==> src/design/pal_pkg.sv <==
// ============================================================================
// Positional array list package
// Command and status codes, field widths and the result record shared by the
// positional array list modules.
// ============================================================================
package pal_pkg;

  localparam int CMD_W    = 3;
  localparam int VALUE_W  = 32;
  localparam int POS_W    = 10;
  localparam int POS2_W   = 8;
  localparam int STATUS_W = 2;
  localparam int FPOS_W   = 8;
  localparam int COUNT_W  = 9;

  typedef enum logic [CMD_W-1:0] {
    CMD_PUSH_FRONT = 3'd0,
    CMD_PUSH_BACK  = 3'd1,
    CMD_INSERT_AT  = 3'd2,
    CMD_POP_FRONT  = 3'd3,
    CMD_POP_BACK   = 3'd4,
    CMD_REMOVE_AT  = 3'd5,
    CMD_SWAP       = 3'd6,
    CMD_FIND       = 3'd7
  } cmd_e;

  typedef enum logic [STATUS_W-1:0] {
    ST_OK    = 2'd0,
    ST_FULL  = 2'd1,
    ST_EMPTY = 2'd2,
    ST_RANGE = 2'd3
  } status_e;

  typedef struct packed {
    status_e             status;
    logic                found;
    logic [FPOS_W-1:0]   found_position;
    logic [COUNT_W-1:0]  entry_count;
  } result_t;

endpackage

==> src/design/pal_out.sv <==
// ============================================================================
// Positional array list result register
// Holds one finished result item until the receiver takes it.
// ============================================================================
module pal_out (
  input  logic                               clk_i,
  input  logic                               rst_ni,
  input  logic                               load_i,
  input  pal_pkg::result_t                   res_i,
  output logic                               free_o,
  output logic                               out_valid_o,
  input  logic                               out_stall_i,
  output logic [pal_pkg::STATUS_W-1:0]       status_o,
  output logic                               found_o,
  output logic [pal_pkg::FPOS_W-1:0]         found_position_o,
  output logic [pal_pkg::COUNT_W-1:0]        entry_count_o
);
  import pal_pkg::*;

  logic    valid_q;
  result_t res_q;

  always_ff @(posedge clk_i or negedge rst_ni) begin
    if (!rst_ni) begin
      valid_q <= 1'b0;
    end else if (load_i) begin
      valid_q <= 1'b1;
    end else if (!out_stall_i) begin
      valid_q <= 1'b0;
    end
  end

  always_ff @(posedge clk_i) begin
    if (load_i) begin
      res_q <= res_i;
    end
  end

  assign free_o           = !valid_q || !out_stall_i;
  assign out_valid_o      = valid_q;
  assign status_o         = res_q.status;
  assign found_o          = res_q.found;
  assign found_position_o = res_q.found_position;
  assign entry_count_o    = res_q.entry_count;

endmodule

==> config.mk <==
export PLATFORM = sky130hd
export DESIGN_NAME = pal_out
export DESIGN_NICKNAME = d
export VERILOG_FILES = /design/src/design/pal_pkg.sv /design/src/design/pal_out.sv
export SDC_FILE = /design/constraint.sdc
export NUM_CORES = 1
export LEC_CHECK = 0
export ABC_AREA = 1
export BUFFER_PORTS_ARGS = -buffer_cell sky130_fd_sc_hd__buf_2
export CAP_MARGIN = 30
export CELL_PAD_IN_SITES_DETAIL_PLACEMENT = 1
export CELL_PAD_IN_SITES_GLOBAL_PLACEMENT = 1
export CORE_AREA = 2 2 55 44
export DETAILED_ROUTE_END_ITERATION = 10
export DIE_AREA = 0 0 57 46
export PLACE_DENSITY = 0.85
export RECOVER_POWER = 25
export REMOVE_ABC_BUFFERS = 1
export SYNTH_ARGS = -nofsm -noshare
export SYNTH_HDL_FRONTEND = slang
export SYNTH_SLANG_ARGS = --single-unit
==> constraint.sdc <==
create_clock -name clk_i -period 1.11 [get_ports clk_i]
set_clock_uncertainty 0.2 [all_clocks]
set_input_delay 0.111 -clock clk_i [delete_from_list [all_inputs] [get_ports clk_i]]
set_output_delay 0.111 -clock clk_i [all_outputs]
set_load 0.02 [all_outputs]
==> results of run 1 <==
## power by group through the flow
stage / logic, W / registers (W) / clock network [W]
after global placement: 0.000208 / 0.000966 / 0
final: 0.000322 / 0.000961 / 0.000360
after CTS: 0.000283 / 0.000952 / 0.000371
after floorplan: 0.00000807 / 0.00105 / 0
after detailed placement: 0.000211 / 0.000968 / 0
after global routing: 0.000340 / 0.000968 / 0.000412
## Yosys cell counts
cell and n:
nand2_2 2, inv_1 1, dfrtp_1 1, edfxtp_1 20
## cells in the final DEF (no fill, tap or decap)
master,count
dlygate4sd3_1,22
nand2_2,2
inv_1,1
buf_4,1
clkbuf_4,3
clkbuf_1,1
buf_6,15
edfxtp_1,20
buf_2,30
clkbuf_2,1
dfrtp_1,1
## state kept, by name (all words and copies together), names as in the netlist
name and count:
entry_count_o 9, found_o 1, found_position_o 8, out_valid_o 1
status_o 2
## metrics by stage
step	setup WS [ns]	utilization (%)	TNS (ns)	area (sq um)	hold slack [ns]
floorplan	0.134	-	0	642	-0.385
global placement	0.204	42.9	0	918	-0.314
detailed placement	0.191	42.9	0	918	-0.313
CTS	-0.100	55.7	-1.15	1190	-0.0623
global route	-0.163	58.5	-2.04	1250	-0.0409
finish	-0.120	58.5	-0.978	1250	-0.0196
## critical path, stage by stage (launching register included)
cell and delay (ns):
dfrtp_1 0.41, nand2_2 0.09, buf_6 0.12
## final cells by class
class,count,share of cell area [%]
flip-flops and latches,21,50.0
repair buffers,69,44.1
well taps,25,2.50
clock buffers,4,2.10
multi-input cells,2,1.00
inverters,1,0.300
## kinds of logic after synthesis
kind of cell	after synthesis
flops	21
buf+inv	1
simple gates	2
## timing repair
item	4_1_cts	5_1_grt
hold endpoints to repair	22	1
pin swaps	1	0
endpoints found under the setup margin	22	22
resized for setup	6	24
setup buffers	1	0
## layer usage
metal / track usage (%) / share of wire (%) / up-vias
li1: - / - / 236
met1: 17.7 / 39 / 235
met2: 23.7 / 50 / 31
met3: 6.53 / 11 / 0
met4: 4.19 / 0 / 0
met5: 0 / 0 / -
## how the worst max path moves through the flow
stage | from | endpoint | slack, ns
final | out_valid_o$_DFFE_PN0P_ | free_o | -0.12
after detailed placement | out_valid_o$_DFFE_PN0P_ | free_o | 0.19
after global placement | out_valid_o$_DFFE_PN0P_ | free_o | 0.20
after floorplan | out_valid_o$_DFFE_PN0P_ | out_valid_o$_DFFE_PN0P_ | 0.13
after global routing | out_valid_o$_DFFE_PN0P_ | free_o | -0.16
after CTS | out_valid_o$_DFFE_PN0P_ | free_o | -0.10
==> results.toml, run 1 <==
[layout]
register_area_sq_um = 626
fillers = 215
stdcell_count = 122
final_nets = 122
diodes = 0
multi_input_area_sq_um = 12.5
drive_above_1_share_pct = 53.6
area_delta_synth_final_pct = 94.9

[setup_path]
crit_arrival_ns = 0.92
cp.required_ns = 0.80
reg2reg_from = "out_valid_o$_DFFE_PN0P_"
cp-end-kind = "output port"
cp_max_fo = 2
r2r_slack_ns = 0.16
start_kind = "flip-flop"
worstReg2RegEnd = "out_valid_o$_DFFE_PN0P_"
ff2ff_path_depth = 3
path_class = "reg -> out"

[worst_hold_path]
hold_class = "in -> reg"
worstHoldStart = "out_stall_i"
hold_path_end = "out_valid_o$_DFFE_PN0P_"
min_path_cells = 4

[yosys]
synth_compound_area_share_pct = 0
ys_warn_count = 0
seq_area_frac_synth_pct = 97.5
synth.area.top_cells = "edfxtp_1 94%, dfrtp_1 3.9%, nand2_2 1.9%"
synthSimpleGateAreaFrac_pct = 1.95
synthAdderAreaFrac_pct = 0
yosys.area_share.xor_xnor_pct = 0
syn_area_per_cell_sq_um = 26.7
synth_top_area_share_pct = 93.6
synth_top_family_by_area = "simple AND/OR/NAND/NOR gates"
synth.largest_area_cell = "edfxtp_1"
synthCells = 24
synth-seq-cells = 21
synth.area.mux_share_pct = 0
ys_types = 4
synth_area_sq_um = 642

[floorplan]
chipHeight_microns = 46
die_x_microns = 57
start_util_pct = 30.0
die-area_sq_um = 2620
io_pins = 46
fp-row-count = 15
placeableCoreArea_sq_um = 2140

[timing]
setup_ws_ns = -0.120
finalHoldViolCount = 1
post-route-period-util_pct = 111
slew_headroom_pct = 65.8
setup_viol = 22
worst_slew_pin_slew_ns = 0.513
rsz0062_at_grt = "yes"
fmax_ghz = 0.813
fin_hold_ws_ns = -0.0196
fin_crit_ns = 1.23
maxSlewViolCount = 0

[power]
switching_share_pct = 23.9
power_w = 0.00164
switching_power_w = 0.000392
seq_power_share_pct = 58.5
clockPowerShare_pct = 21.9
combPwrFrac_pct = 19.6
p_int_w = 0.00125
p_per_area_nw_per_um2 = 1310
leakage_nw = 0.542
vdd_ir_drop_max_mv = 0.793

[route]
drt_iter0_drc = 8
vias_per_cell = 4.11
dr.pass1.iters = 4
routed_wl_mm = 1.76
wire_per_inst_microns = 14.4
drcViolationCount = 0
ant_nets = 0
vias = 502

[global_routing]
grtUsageTotal_pct = 14.5
overflow = 0
grt_pass1_vias = 578
grt_pass1_wl_mm = 2.73
antenna_found_initial = 0
grt_max_degree = 22

[cts]
clockBufferDepth = 2
htreeDepth = 1
clock_sinks = 21
cts-root-buf = "clkbuf_4"
clkTransAtPathRegs_ns = 0.11
clk_latency_ns = 0.30
cts_tree = "yes"
cts_buffers = 3
cts_hold_buf = 22

[placed_design]
io_buffers = 45
place_inst = 95
routabilityCongestion = 0.610

[job]
drv_cap = 0

[run_status]
status = "finished, violations left"
violations = "negative hold slack, negative setup slack"
(Power assumes the default switching activity.)
==> inputs of run 2 (changes only) <==
--- a/config.mk
+++ b/config.mk
@@ -6,7 +6,7 @@
 export NUM_CORES = 1
 export LEC_CHECK = 0
 export ABC_AREA = 1
-export BUFFER_PORTS_ARGS = -buffer_cell sky130_fd_sc_hd__buf_2
+export BUFFER_PORTS_ARGS = -buffer_cell sky130_fd_sc_hd__buf_4
 export CAP_MARGIN = 30
 export CELL_PAD_IN_SITES_DETAIL_PLACEMENT = 1
 export CELL_PAD_IN_SITES_GLOBAL_PLACEMENT = 1
==> results.toml, run 2 (synthesis results as in run 1) <==
[layout]
area_delta_synth_final_pct = 109
mostFrequentLayoutCell = "buf_4"
drive_above_1_share_pct = 53.1
post-route-util_pct = 62.7
final_area_sq_um = 1340
layout_common_cells = "24 x buf_4, 22 x dlygate4sd3_1, 21 x buf_6, 20 x edfxtp_1, 3 x clkbuf_4"
diodes = 0
final_nets = 121
largest_register_ffs = 9

[route]
vias = 503
wire_per_inst_microns = 15.0
dr.pass1.iters = 3
drcViolationCount = 0
drt_iter0_drc = 6
ant_nets = 0
vias_per_cell = 4.16
routed_wl_mm = 1.81

[setup_path]
cp.required_ns = 0.80
crit_end = "free_o"
worstReg2RegEnd = "out_valid_o$_DFFE_PN0P_"
ff2ff_path_depth = 3
cp-end-kind = "output port"
cp_max_fo = 2
r2r_slack_ns = 0.17
reg2reg_from = "out_valid_o$_DFFE_PN0P_"
startpoint = "out_valid_o$_DFFE_PN0P_"
path_class = "reg -> out"
start_kind = "flip-flop"
crit_arrival_ns = 0.91

[cts]
clockBufferDepth = 2
cts_buffers = 3
cts_hold_buf = 22
clock_sinks = 21
clkTransAtPathRegs_ns = 0.11
htreeDepth = 1
cts_tree = "yes"
cts-root-buf = "clkbuf_4"
clk_latency_ns = 0.29

[timing]
finalHoldViolCount = 1
worst_slew_pin_slew_ns = 0.515
rsz0062_at_grt = "yes"
maxSlewViolCount = 0
fmax_ghz = 0.821
fin_crit_ns = 1.22
post-route-period-util_pct = 110
setup_viol = 22
slew_headroom_pct = 65.6
fin_hold_ws_ns = -0.0368
setup_ws_ns = -0.108

[power]
switching_power_w = 0.000396
clockPowerShare_pct = 21.0
leakage_nw = 0.571
p_int_w = 0.00129
power_w = 0.00169
switching_share_pct = 23.5
p_per_area_nw_per_um2 = 1260
combPwrFrac_pct = 21.7
seq_power_share_pct = 57.2
vdd_ir_drop_max_mv = 0.837

[floorplan]
start_util_pct = 30.0
die-area_sq_um = 2620
fp-row-count = 15
chipHeight_microns = 46
io_pins = 46
die_x_microns = 57
placeableCoreArea_sq_um = 2140

[job]
drv_cap = 0

[placed_design]
dp_hpwl_microns = 983
io_buffers = 45
routabilityCongestion = 0.609
place_area_sq_um = 1010

[run_status]
violations = "negative hold slack, negative setup slack"
status = "finished, violations left"

[global_routing]
grt_pass1_wl_mm = 2.72
grt_pass1_vias = 533
antenna_found_initial = 0
grt_max_degree = 22
grtUsageTotal_pct = 14.9
overflow = 0

[worst_hold_path]
hold_class = "in -> reg"
run 2: worst min-delay path by stage:
stage	start	endpoint	cells after the start
2_1_floorplan	rst_ni	out_valid_o$_DFFE_PN0P_	0
3_3_place_gp	rst_ni	out_valid_o$_DFFE_PN0P_	1
3_5_place_dp	rst_ni	out_valid_o$_DFFE_PN0P_	1
4_1_cts	out_stall_i	out_valid_o$_DFFE_PN0P_	4
5_1_grt	out_stall_i	out_valid_o$_DFFE_PN0P_	4
6_report	out_stall_i	out_valid_o$_DFFE_PN0P_	4
run 2: cell type report:
class	instances	area, sq um
clock buffer	4	26.3
tap	25	31.3
timing repair buffer	68	642
multi-input combinational	2	12.5
inverter	1	3.75
sequential	21	626
fill	205	798
run 2: timing repair:
item	4_1_cts	5_1_grt
hold endpoints to repair	22	11
setup endpoints to repair	22	22
gates resized for setup	21	0
pin swaps	1	0
setup buffers	1	0
run 2: power by group through the flow:
stage	clock, W	combinational, W	sequential, W
2_1_floorplan	0	0.00000807	0.00105
3_3_place_gp	0	0.000256	0.000970
3_5_place_dp	0	0.000262	0.000972
4_1_cts	0.000362	0.000362	0.000966
5_1_grt	0.000401	0.000382	0.000975
6_report	0.000355	0.000367	0.000966
run 2: worst max-delay path, stage by stage (launching register included):
cell	delay (ns)
dfrtp_1	0.41
nand2_2	0.08
buf_6	0.12
run 2: layer usage:
layer	GRT usage, %	vias up	routed length, microns
li1	-	235	-
met1	18.6	231	750
met2	22.3	33	844
met3	5.97	4	178
met4	8.37	0	36
met5	0	-	0
run 2: through the flow:
step	cells	setup WS [ns]	TNS (ns)
after global routing	121	-0.174	-2.05
after detailed placement	94	0.206	0
after floorplan	24	0.134	0
after CTS	121	-0.100	-1.14
final	121	-0.108	-1.01
after global placement	94	0.219	0
