## config.mk

```make
export PLATFORM = sky130hd
export DESIGN_NAME = pal_seq
export DESIGN_NICKNAME = d
export VERILOG_FILES = /design/src/design/pal_pkg.sv /design/src/design/pal_seq.sv
export SDC_FILE = /design/constraint.sdc
export NUM_CORES = 1
export LEC_CHECK = 0
export ABC_AREA = 1
export BUFFER_PORTS_ARGS = -buffer_cell sky130_fd_sc_hd__buf_2
export CAP_MARGIN = 20
export CELL_PAD_IN_SITES_DETAIL_PLACEMENT = 1
export CELL_PAD_IN_SITES_GLOBAL_PLACEMENT = 2
export CORE_AREA = 2 2 151 153
export CTS_BUF_LIST = sky130_fd_sc_hd__clkbuf_4 sky130_fd_sc_hd__clkbuf_8
export CTS_CLUSTER_SIZE = 24
export DETAILED_ROUTE_END_ITERATION = 8
export DIE_AREA = 0 0 153 155
export PLACE_DENSITY = 0.92
export SYNTH_ARGS = -nofsm -noshare
export SYNTH_HDL_FRONTEND = slang
export SYNTH_SLANG_ARGS = --single-unit
```

## constraint.sdc

```tcl
create_clock -name clk_i -period 8.1 [get_ports clk_i]
set_clock_uncertainty 0.15 [all_clocks]
set_input_delay 0.81 -clock clk_i [delete_from_list [all_inputs] [get_ports clk_i]]
set_output_delay 0.81 -clock clk_i [all_outputs]
set_load 0.02 [all_outputs]
```

## src/design/pal_pkg.sv

```systemverilog
// ============================================================================
// Positional array list package
// Command and status codes, field widths and the result record shared by the
// positional array list modules.
// ============================================================================
package pal_pkg;

  localparam int CMD_W    = 3;
  localparam int VALUE_W  = 32;
  localparam int POS_W    = 10;
  localparam int POS2_W   = 8;
  localparam int STATUS_W = 2;
  localparam int FPOS_W   = 8;
  localparam int COUNT_W  = 9;

  typedef enum logic [CMD_W-1:0] {
    CMD_PUSH_FRONT = 3'd0,
    CMD_PUSH_BACK  = 3'd1,
    CMD_INSERT_AT  = 3'd2,
    CMD_POP_FRONT  = 3'd3,
    CMD_POP_BACK   = 3'd4,
    CMD_REMOVE_AT  = 3'd5,
    CMD_SWAP       = 3'd6,
    CMD_FIND       = 3'd7
  } cmd_e;

  typedef enum logic [STATUS_W-1:0] {
    ST_OK    = 2'd0,
    ST_FULL  = 2'd1,
    ST_EMPTY = 2'd2,
    ST_RANGE = 2'd3
  } status_e;

  typedef struct packed {
    status_e             status;
    logic                found;
    logic [FPOS_W-1:0]   found_position;
    logic [COUNT_W-1:0]  entry_count;
  } result_t;

endpackage

```

## src/design/pal_seq.sv

```systemverilog
// ============================================================================
// Positional array list sequencer
// Decodes each command, walks the entry memory one entry per cycle for
// shifts and searches, and keeps the entry count.
// ============================================================================
module pal_seq #(
  parameter int CAPACITY = 256
) (
  input  logic                                             clk_i,
  input  logic                                             rst_ni,
  input  logic                                             in_valid_i,
  output logic                                             in_stall_o,
  input  logic [pal_pkg::CMD_W-1:0]                        command_i,
  input  logic signed [pal_pkg::VALUE_W-1:0]               value_i,
  input  logic signed [pal_pkg::POS_W-1:0]                 position_i,
  input  logic [pal_pkg::POS2_W-1:0]                       second_position_i,
  output logic                                             mem_re_o,
  output logic [((CAPACITY > 1) ? $clog2(CAPACITY) : 1)-1:0] mem_raddr_o,
  input  logic [pal_pkg::VALUE_W-1:0]                      mem_rdata_i,
  output logic                                             mem_we_o,
  output logic [((CAPACITY > 1) ? $clog2(CAPACITY) : 1)-1:0] mem_waddr_o,
  output logic [pal_pkg::VALUE_W-1:0]                      mem_wdata_o,
  output logic                                             load_o,
  output pal_pkg::result_t                                 res_o,
  input  logic                                             out_free_i
);
  import pal_pkg::*;

  localparam int IW = (CAPACITY > 1) ? $clog2(CAPACITY) : 1;
  localparam int CW = $clog2(CAPACITY + 1);

  typedef enum logic [6:0] {
    S_IDLE   = 7'b0000001,
    S_SHIFT  = 7'b0000010,
    S_SWAP_A = 7'b0000100,
    S_SWAP_B = 7'b0001000,
    S_SWAP_C = 7'b0010000,
    S_FIND   = 7'b0100000,
    S_DONE   = 7'b1000000
  } state_e;

  state_e              state_q, state_d;
  logic [CW-1:0]       count_q, count_d;
  logic [CW-1:0]       cur_q, cur_d;
  logic [CW-1:0]       lim_q, lim_d;
  logic                up_q, up_d;
  logic                pv_q, pv_d;
  logic [IW-1:0]       wa_q, wa_d;
  logic [IW-1:0]       a_q, a_d;
  logic [IW-1:0]       b_q, b_d;
  logic [VALUE_W-1:0]  val_q, val_d;
  logic [VALUE_W-1:0]  tmp_q, tmp_d;
  status_e             status_q, status_d;
  logic                found_q, found_d;
  logic [FPOS_W-1:0]   fpos_q, fpos_d;

  cmd_e                cmd;
  logic [CW+9:0]       cnt_c, pos_c, pos2_c;
  logic                pos_neg, is_full, is_empty, swap_bad;
  logic [CW-1:0]       last, ins_at, rem_at, cur_m1, cur_p1;
  logic [CW+7:0]       cur_ext;
  logic [CW+8:0]       cnt_ext;

  assign cmd      = cmd_e'(command_i);
  assign cnt_c    = {10'b0, count_q};
  assign pos_c    = {{(CW + 1){1'b0}}, position_i[POS_W-2:0]};
  assign pos2_c   = {{(CW + 2){1'b0}}, second_position_i};
  assign pos_neg  = position_i[POS_W-1];
  assign is_full  = (count_q == CW'(CAPACITY));
  assign is_empty = (count_q == '0);
  assign last     = count_q - 1'b1;
  assign swap_bad = pos_neg || (pos_c >= cnt_c) || (pos2_c >= cnt_c);
  assign cur_m1   = cur_q - 1'b1;
  assign cur_p1   = cur_q + 1'b1;
  assign cur_ext  = {8'b0, cur_q};
  assign cnt_ext  = {9'b0, count_q};

  // Insert target: negative goes to the front, beyond the count appends.
  always_comb begin
    case (cmd)
      CMD_PUSH_FRONT: ins_at = '0;
      CMD_INSERT_AT: begin
        if (pos_neg) begin
          ins_at = '0;
        end else if (pos_c > cnt_c) begin
          ins_at = count_q;
        end else begin
          ins_at = pos_c[CW-1:0];
        end
      end
      default: ins_at = count_q;
    endcase
  end

  // Remove target: negative takes the front, at or beyond the count the back.
  always_comb begin
    case (cmd)
      CMD_POP_FRONT: rem_at = '0;
      CMD_REMOVE_AT: begin
        if (pos_neg) begin
          rem_at = '0;
        end else if (pos_c >= cnt_c) begin
          rem_at = last;
        end else begin
          rem_at = pos_c[CW-1:0];
        end
      end
      default: rem_at = last;
    endcase
  end

  always_comb begin
    state_d     = state_q;
    count_d     = count_q;
    cur_d       = cur_q;
    lim_d       = lim_q;
    up_d        = up_q;
    pv_d        = 1'b0;
    wa_d        = wa_q;
    a_d         = a_q;
    b_d         = b_q;
    val_d       = val_q;
    tmp_d       = tmp_q;
    status_d    = status_q;
    found_d     = found_q;
    fpos_d      = fpos_q;
    mem_re_o    = 1'b0;
    mem_raddr_o = '0;
    mem_we_o    = 1'b0;
    mem_waddr_o = '0;
    mem_wdata_o = val_q;
    load_o      = 1'b0;

    case (state_q)
      S_IDLE: begin
        if (in_valid_i) begin
          val_d    = value_i;
          status_d = ST_OK;
          found_d  = 1'b0;
          fpos_d   = '0;
          case (cmd)
            CMD_PUSH_FRONT, CMD_PUSH_BACK, CMD_INSERT_AT: begin
              if (is_full) begin
                status_d = ST_FULL;
                state_d  = S_DONE;
              end else begin
                up_d    = 1'b1;
                cur_d   = count_q;
                lim_d   = ins_at;
                state_d = S_SHIFT;
              end
            end
            CMD_POP_FRONT, CMD_POP_BACK, CMD_REMOVE_AT: begin
              if (is_empty) begin
                status_d = ST_EMPTY;
                state_d  = S_DONE;
              end else begin
                up_d    = 1'b0;
                cur_d   = rem_at;
                lim_d   = last;
                state_d = S_SHIFT;
              end
            end
            CMD_SWAP: begin
              if (swap_bad) begin
                status_d = ST_RANGE;
                state_d  = S_DONE;
              end else begin
                mem_re_o    = 1'b1;
                mem_raddr_o = pos_c[IW-1:0];
                a_d         = pos_c[IW-1:0];
                b_d         = pos2_c[IW-1:0];
                state_d     = S_SWAP_A;
              end
            end
            CMD_FIND: begin
              if (is_empty) begin
                state_d = S_DONE;
              end else begin
                mem_re_o    = 1'b1;
                mem_raddr_o = '0;
                cur_d       = '0;
                lim_d       = last;
                state_d     = S_FIND;
              end
            end
            default: state_d = S_DONE;
          endcase
        end
      end

      S_SHIFT: begin
        // The write of the entry read last cycle trails the read by one place.
        if (pv_q) begin
          mem_we_o    = 1'b1;
          mem_waddr_o = wa_q;
          mem_wdata_o = mem_rdata_i;
        end
        if (cur_q != lim_q) begin
          mem_re_o = 1'b1;
          pv_d     = 1'b1;
          wa_d     = cur_q[IW-1:0];
          if (up_q) begin
            mem_raddr_o = cur_m1[IW-1:0];
            cur_d       = cur_m1;
          end else begin
            mem_raddr_o = cur_p1[IW-1:0];
            cur_d       = cur_p1;
          end
        end else if (!pv_q) begin
          if (up_q) begin
            mem_we_o    = 1'b1;
            mem_waddr_o = lim_q[IW-1:0];
            mem_wdata_o = val_q;
            count_d     = count_q + 1'b1;
          end else begin
            count_d     = count_q - 1'b1;
          end
          state_d = S_DONE;
        end
      end

      S_SWAP_A: begin
        tmp_d       = mem_rdata_i;
        mem_re_o    = 1'b1;
        mem_raddr_o = b_q;
        state_d     = S_SWAP_B;
      end

      S_SWAP_B: begin
        mem_we_o    = 1'b1;
        mem_waddr_o = a_q;
        mem_wdata_o = mem_rdata_i;
        state_d     = S_SWAP_C;
      end

      S_SWAP_C: begin
        mem_we_o    = 1'b1;
        mem_waddr_o = b_q;
        mem_wdata_o = tmp_q;
        state_d     = S_DONE;
      end

      S_FIND: begin
        if (mem_rdata_i == val_q) begin
          found_d = 1'b1;
          fpos_d  = cur_ext[FPOS_W-1:0];
          state_d = S_DONE;
        end else if (cur_q == lim_q) begin
          state_d = S_DONE;
        end else begin
          mem_re_o    = 1'b1;
          mem_raddr_o = cur_p1[IW-1:0];
          cur_d       = cur_p1;
        end
      end

      S_DONE: begin
        if (out_free_i) begin
          load_o  = 1'b1;
          state_d = S_IDLE;
        end
      end

      default: state_d = S_IDLE;
    endcase
  end

  always_ff @(posedge clk_i or negedge rst_ni) begin
    if (!rst_ni) begin
      state_q <= S_IDLE;
      count_q <= '0;
      pv_q    <= 1'b0;
    end else begin
      state_q <= state_d;
      count_q <= count_d;
      pv_q    <= pv_d;
    end
  end

  always_ff @(posedge clk_i) begin
    cur_q    <= cur_d;
    lim_q    <= lim_d;
    up_q     <= up_d;
    wa_q     <= wa_d;
    a_q      <= a_d;
    b_q      <= b_d;
    val_q    <= val_d;
    tmp_q    <= tmp_d;
    status_q <= status_d;
    found_q  <= found_d;
    fpos_q   <= fpos_d;
  end

  assign in_stall_o = (state_q != S_IDLE);

  assign res_o = '{status:         status_q,
                   found:          found_q,
                   found_position: fpos_q,
                   entry_count:    cnt_ext[COUNT_W-1:0]};

endmodule

```

==> results.py <==
metrics = {
    "global_route": {
        "grt_remaining_overflow": 0,
        "grt_start_max_net_pins": 42,
        "global_route_wire_length_before_repair_mm": 43.7,
        "initial_antenna_violation_count": 0,
        "grt_use_total_pct": 23.9,
        "first_global_vias": 7710,
    },
    "timing": {
        "grt_setup_unrepaired": "no",
        "finalCriticalPeriod_ps": 4350,
        "finalMaxSlewViolations": 0,
        "pin_slew_with_the_least_headroom_to_its_limit_ps": 736,
        "setup_violations": 0,
        "maxClockFrequency_mhz": 230,
        "timing_hold_violations_final": 0,
        "final_period_utilization_pct": 53.7,
        "slew_headroom_pct": 50.6,
        "totalNegativeSetupSlack_ps": 0,
    },
    "setup_path": {
        "cpMaxStageDelayCell": "dfrtp_1",
        "number_of_stages_on_the_worst_setup_path": 12,
        "cp_data_required_time_ps": 7140,
        "end_kind": "output port",
        "start_kind": "flip-flop",
        "crit_path_max_fanout": 12,
        "worst_path_most_repeated_cell": "nand2_1",
        "path_cells": "inv_1 > ha_1 > nand2_1 > inv_1 > a21oi_1 > nand4_1 > nor2_1 > nand2_1 > nor2_2 > nand2_1 > o211ai_1 > buf_2",
        "path_buf_inv": 3,
        "rr_worst_depth": 11,
        "criticalPathCategory": "flip-flop to output port",
        "critPathArrivalTime_ps": 3390,
        "timing.critical_path.max_delay_family": "simple AND/OR/NAND/NOR gates",
        "cp_slowest_stage_delay_ps": 470,
    },
    "yosys": {
        "avgSynthCellArea_sq_um": 8.60,
        "post-synth-top-area-cell": "edfxtp_1",
        "post_synth_inst_count": 942,
        "post_syn_nets": 1052,
        "ys_ff_latch": 135,
        "netlist_top_cells_area": "edfxtp_1, nand2_1, dfrtp_1",
        "ys_async_sr_fraction_pct": 12.6,
        "post-synth-top-count-cell": "nand2_1",
        "synth_enable_flop_cells": 118,
        "synthesized_cell_area_sq_mm": 0.00810,
        "yosysTopAreaCellShare_pct": 43.8,
        "synthFlopType": "edfxtp_1",
        "yosysSeqAreaShare_pct": 49.0,
        "synth-warning-count": 0,
        "synth_top_cells_by_count": "nand2_1, edfxtp_1, inv_1",
        "synth.distinct_cells": 44,
    },
    "routing": {
        "wl_per_cell_microns": 20.0,
        "initialDrtViolationCount": 456,
        "via_count_of_the_routed_design": 7376,
        "detail_route.wirelength_mm": 27.9,
        "detailedRoute.firstPassIterationCount": 5,
        "drcViolationCount": 0,
        "post_drt_via_cell_ratio": 5.27,
        "ant_nets": 0,
    },
    "layout": {
        "num-fill-cells": 2728,
        "num-nets-final": 1212,
        "area_overhead_of_the_layout_relative_to_synthesis_pct": 18.9,
        "drive_gt1_share_pct": 21.9,
        "antenna_cells_inserted": 0,
        "seq_area_sq_mm": 0.00397,
        "multiInputGateArea_sq_mm": 0.00356,
    },
    "clock_tree": {
        "cts.repair_timing.setup_buffer_count": 0,
        "clock-sinks": 135,
        "max_h_tree_level": 4,
        "cts_hold_buffers": 0,
        "tritoncts_clock_tree": "done",
        "cts_buffers": 17,
        "clock_latency_of_the_later_clocked_register_in_the_worst_skew_pair_ps": 460,
        "clkTransAtPathRegs_ps": 90,
        "cts.root.buffer_cell": "clkbuf_8",
        "post_cts_resize_count": 0,
        "max-clock-path-buffers": 2,
    },
    "die": {
        "placementRows": 55,
        "placeableCoreArea_sq_mm": 0.0222,
        "floorplan.io_pins": 161,
        "die_w_microns": 153,
        "design.die.area_sq_mm": 0.0237,
        "start_util_pct": 36.4,
        "die_y_microns": 155,
    },
    "power_and_ir_drop": {
        "peakVddDrop_uv": 99.8,
        "power-per-cell-area_mw_per_mm2": 238,
        "p_leak_uw": 0.00423,
        "design_power_total_uw": 2290,
    },
    "run": {
        "timing.max_cap.violations": 0,
    },
    "run_status": {
        "outcome": "complete, no violations",
    },
    "worst_hold_path": {
        "holdCritPathClass": "input port to asynchronous set/reset pin",
    },
    "placed_design": {
        "buffer_ports.inserted": 160,
        "place.gp.congestion": 0.894,
        "dp_hpwl_mm": 21.3,
    },
}
[layer usage]
metal / global-route usage [%] / routed length [microns]
met1: 30.9 / 12000
met3: 4.32 / 1640
met4: 8.02 / 612
met2: 40.5 / 13600
met5: 0 / 0
[per-stage QoR]
stage	area [sq um]	cells	worst slack, ps	hold slack (ps)	utilization [%]
floorplan	8100	942	4490	271	-
global placement	9170	1367	4180	412	41.2
detailed placement	9190	1368	4120	406	41.3
CTS	9630	1400	3770	146	43.3
global route	9630	1400	3500	149	43.3
finish	9630	1400	3750	150	43.3
[power by group]
group	switching, uW	total (uW)	internal, uW
Combinational	458	678	220
Clock	293	635	342
Sequential	94.2	979	885
[final timing paths]
path / from / to / slack [ps]
setup / recovery: count_q[8]$_DFFE_PN0P_ / mem_raddr_o[1] / 3750
hold / removal: rst_ni / count_q[5]$_DFFE_PN0P_ / 150
setup reg to reg: count_q[8]$_DFFE_PN0P_ / a_q[1]$_DFFE_PP_ / 4620
hold reg to reg: state_q[1]$_DFFE_PN0P_ / state_q[1]$_DFFE_PN0P_ / 430
max in group asynchronous: rst_ni / state_q[0]$_DFFE_PN1P_ / 7260
min in group clk_i: value_i[26] / val_q[26]$_DFFE_PP_ / 370
[worst register-to-register path, delay by kind of cell (launching register included)]
family	cells	cell delay, ps
compound gates	1	200
fa+ha+maj	1	320
buf+inv	3	900
flops	1	470
simple gates	6	1060
[state kept, by name, summed over array words and instances (netlist names)]
name      flops
count_q       9
found_q       1
val_q        32
fpos_q        8
lim_q         9
up_q          1
a_q           8
tmp_q        32
state_q       7
pv_q          1
cur_q         9
status_q      2
wa_q          8
b_q           8
[final cells by class]
class | instances | share of cell area, %
flip-flops and latches | 135 | 41.2
multi-input cells | 667 | 37.0
repair buffers | 168 | 9.07
inverters | 113 | 4.41
well taps | 285 | 3.70
clock buffers | 18 | 2.51
clock inverters | 14 | 2.05
[cells in the final DEF, fill, tap and decap left out, types with 4 or more instances in the layout]
master and n:
xnor2_1 28, o21ai_1 7, o21ai_0 34, nand4_1 25
edfxtp_1 118, xor2_1 18, inv_1 98, o221ai_2 10
nor3_1 12, nor2_1 80, buf_4 7, inv_2 12
nand3_1 72, nand2_1 284, o211ai_1 7, o221ai_1 9
buf_2 160, a21oi_1 24, bufinv_16 4, nand2_2 5
clkbuf_8 17, dfrtp_1 16, ha_1 21
[logic make-up (layout without fill, tap and decap cells)]
logic type,Yosys count,after routing,share of synthesized area [%]
xor+xnor,46,46,4.98
fa+ha+maj,21,21,3.25
flops,135,135,49.0
buf+inv,140,313,7.08
simple gates,500,500,27.3
compound gates,100,100,8.33
No activity file was read; power rests on OpenSTA's default activity.
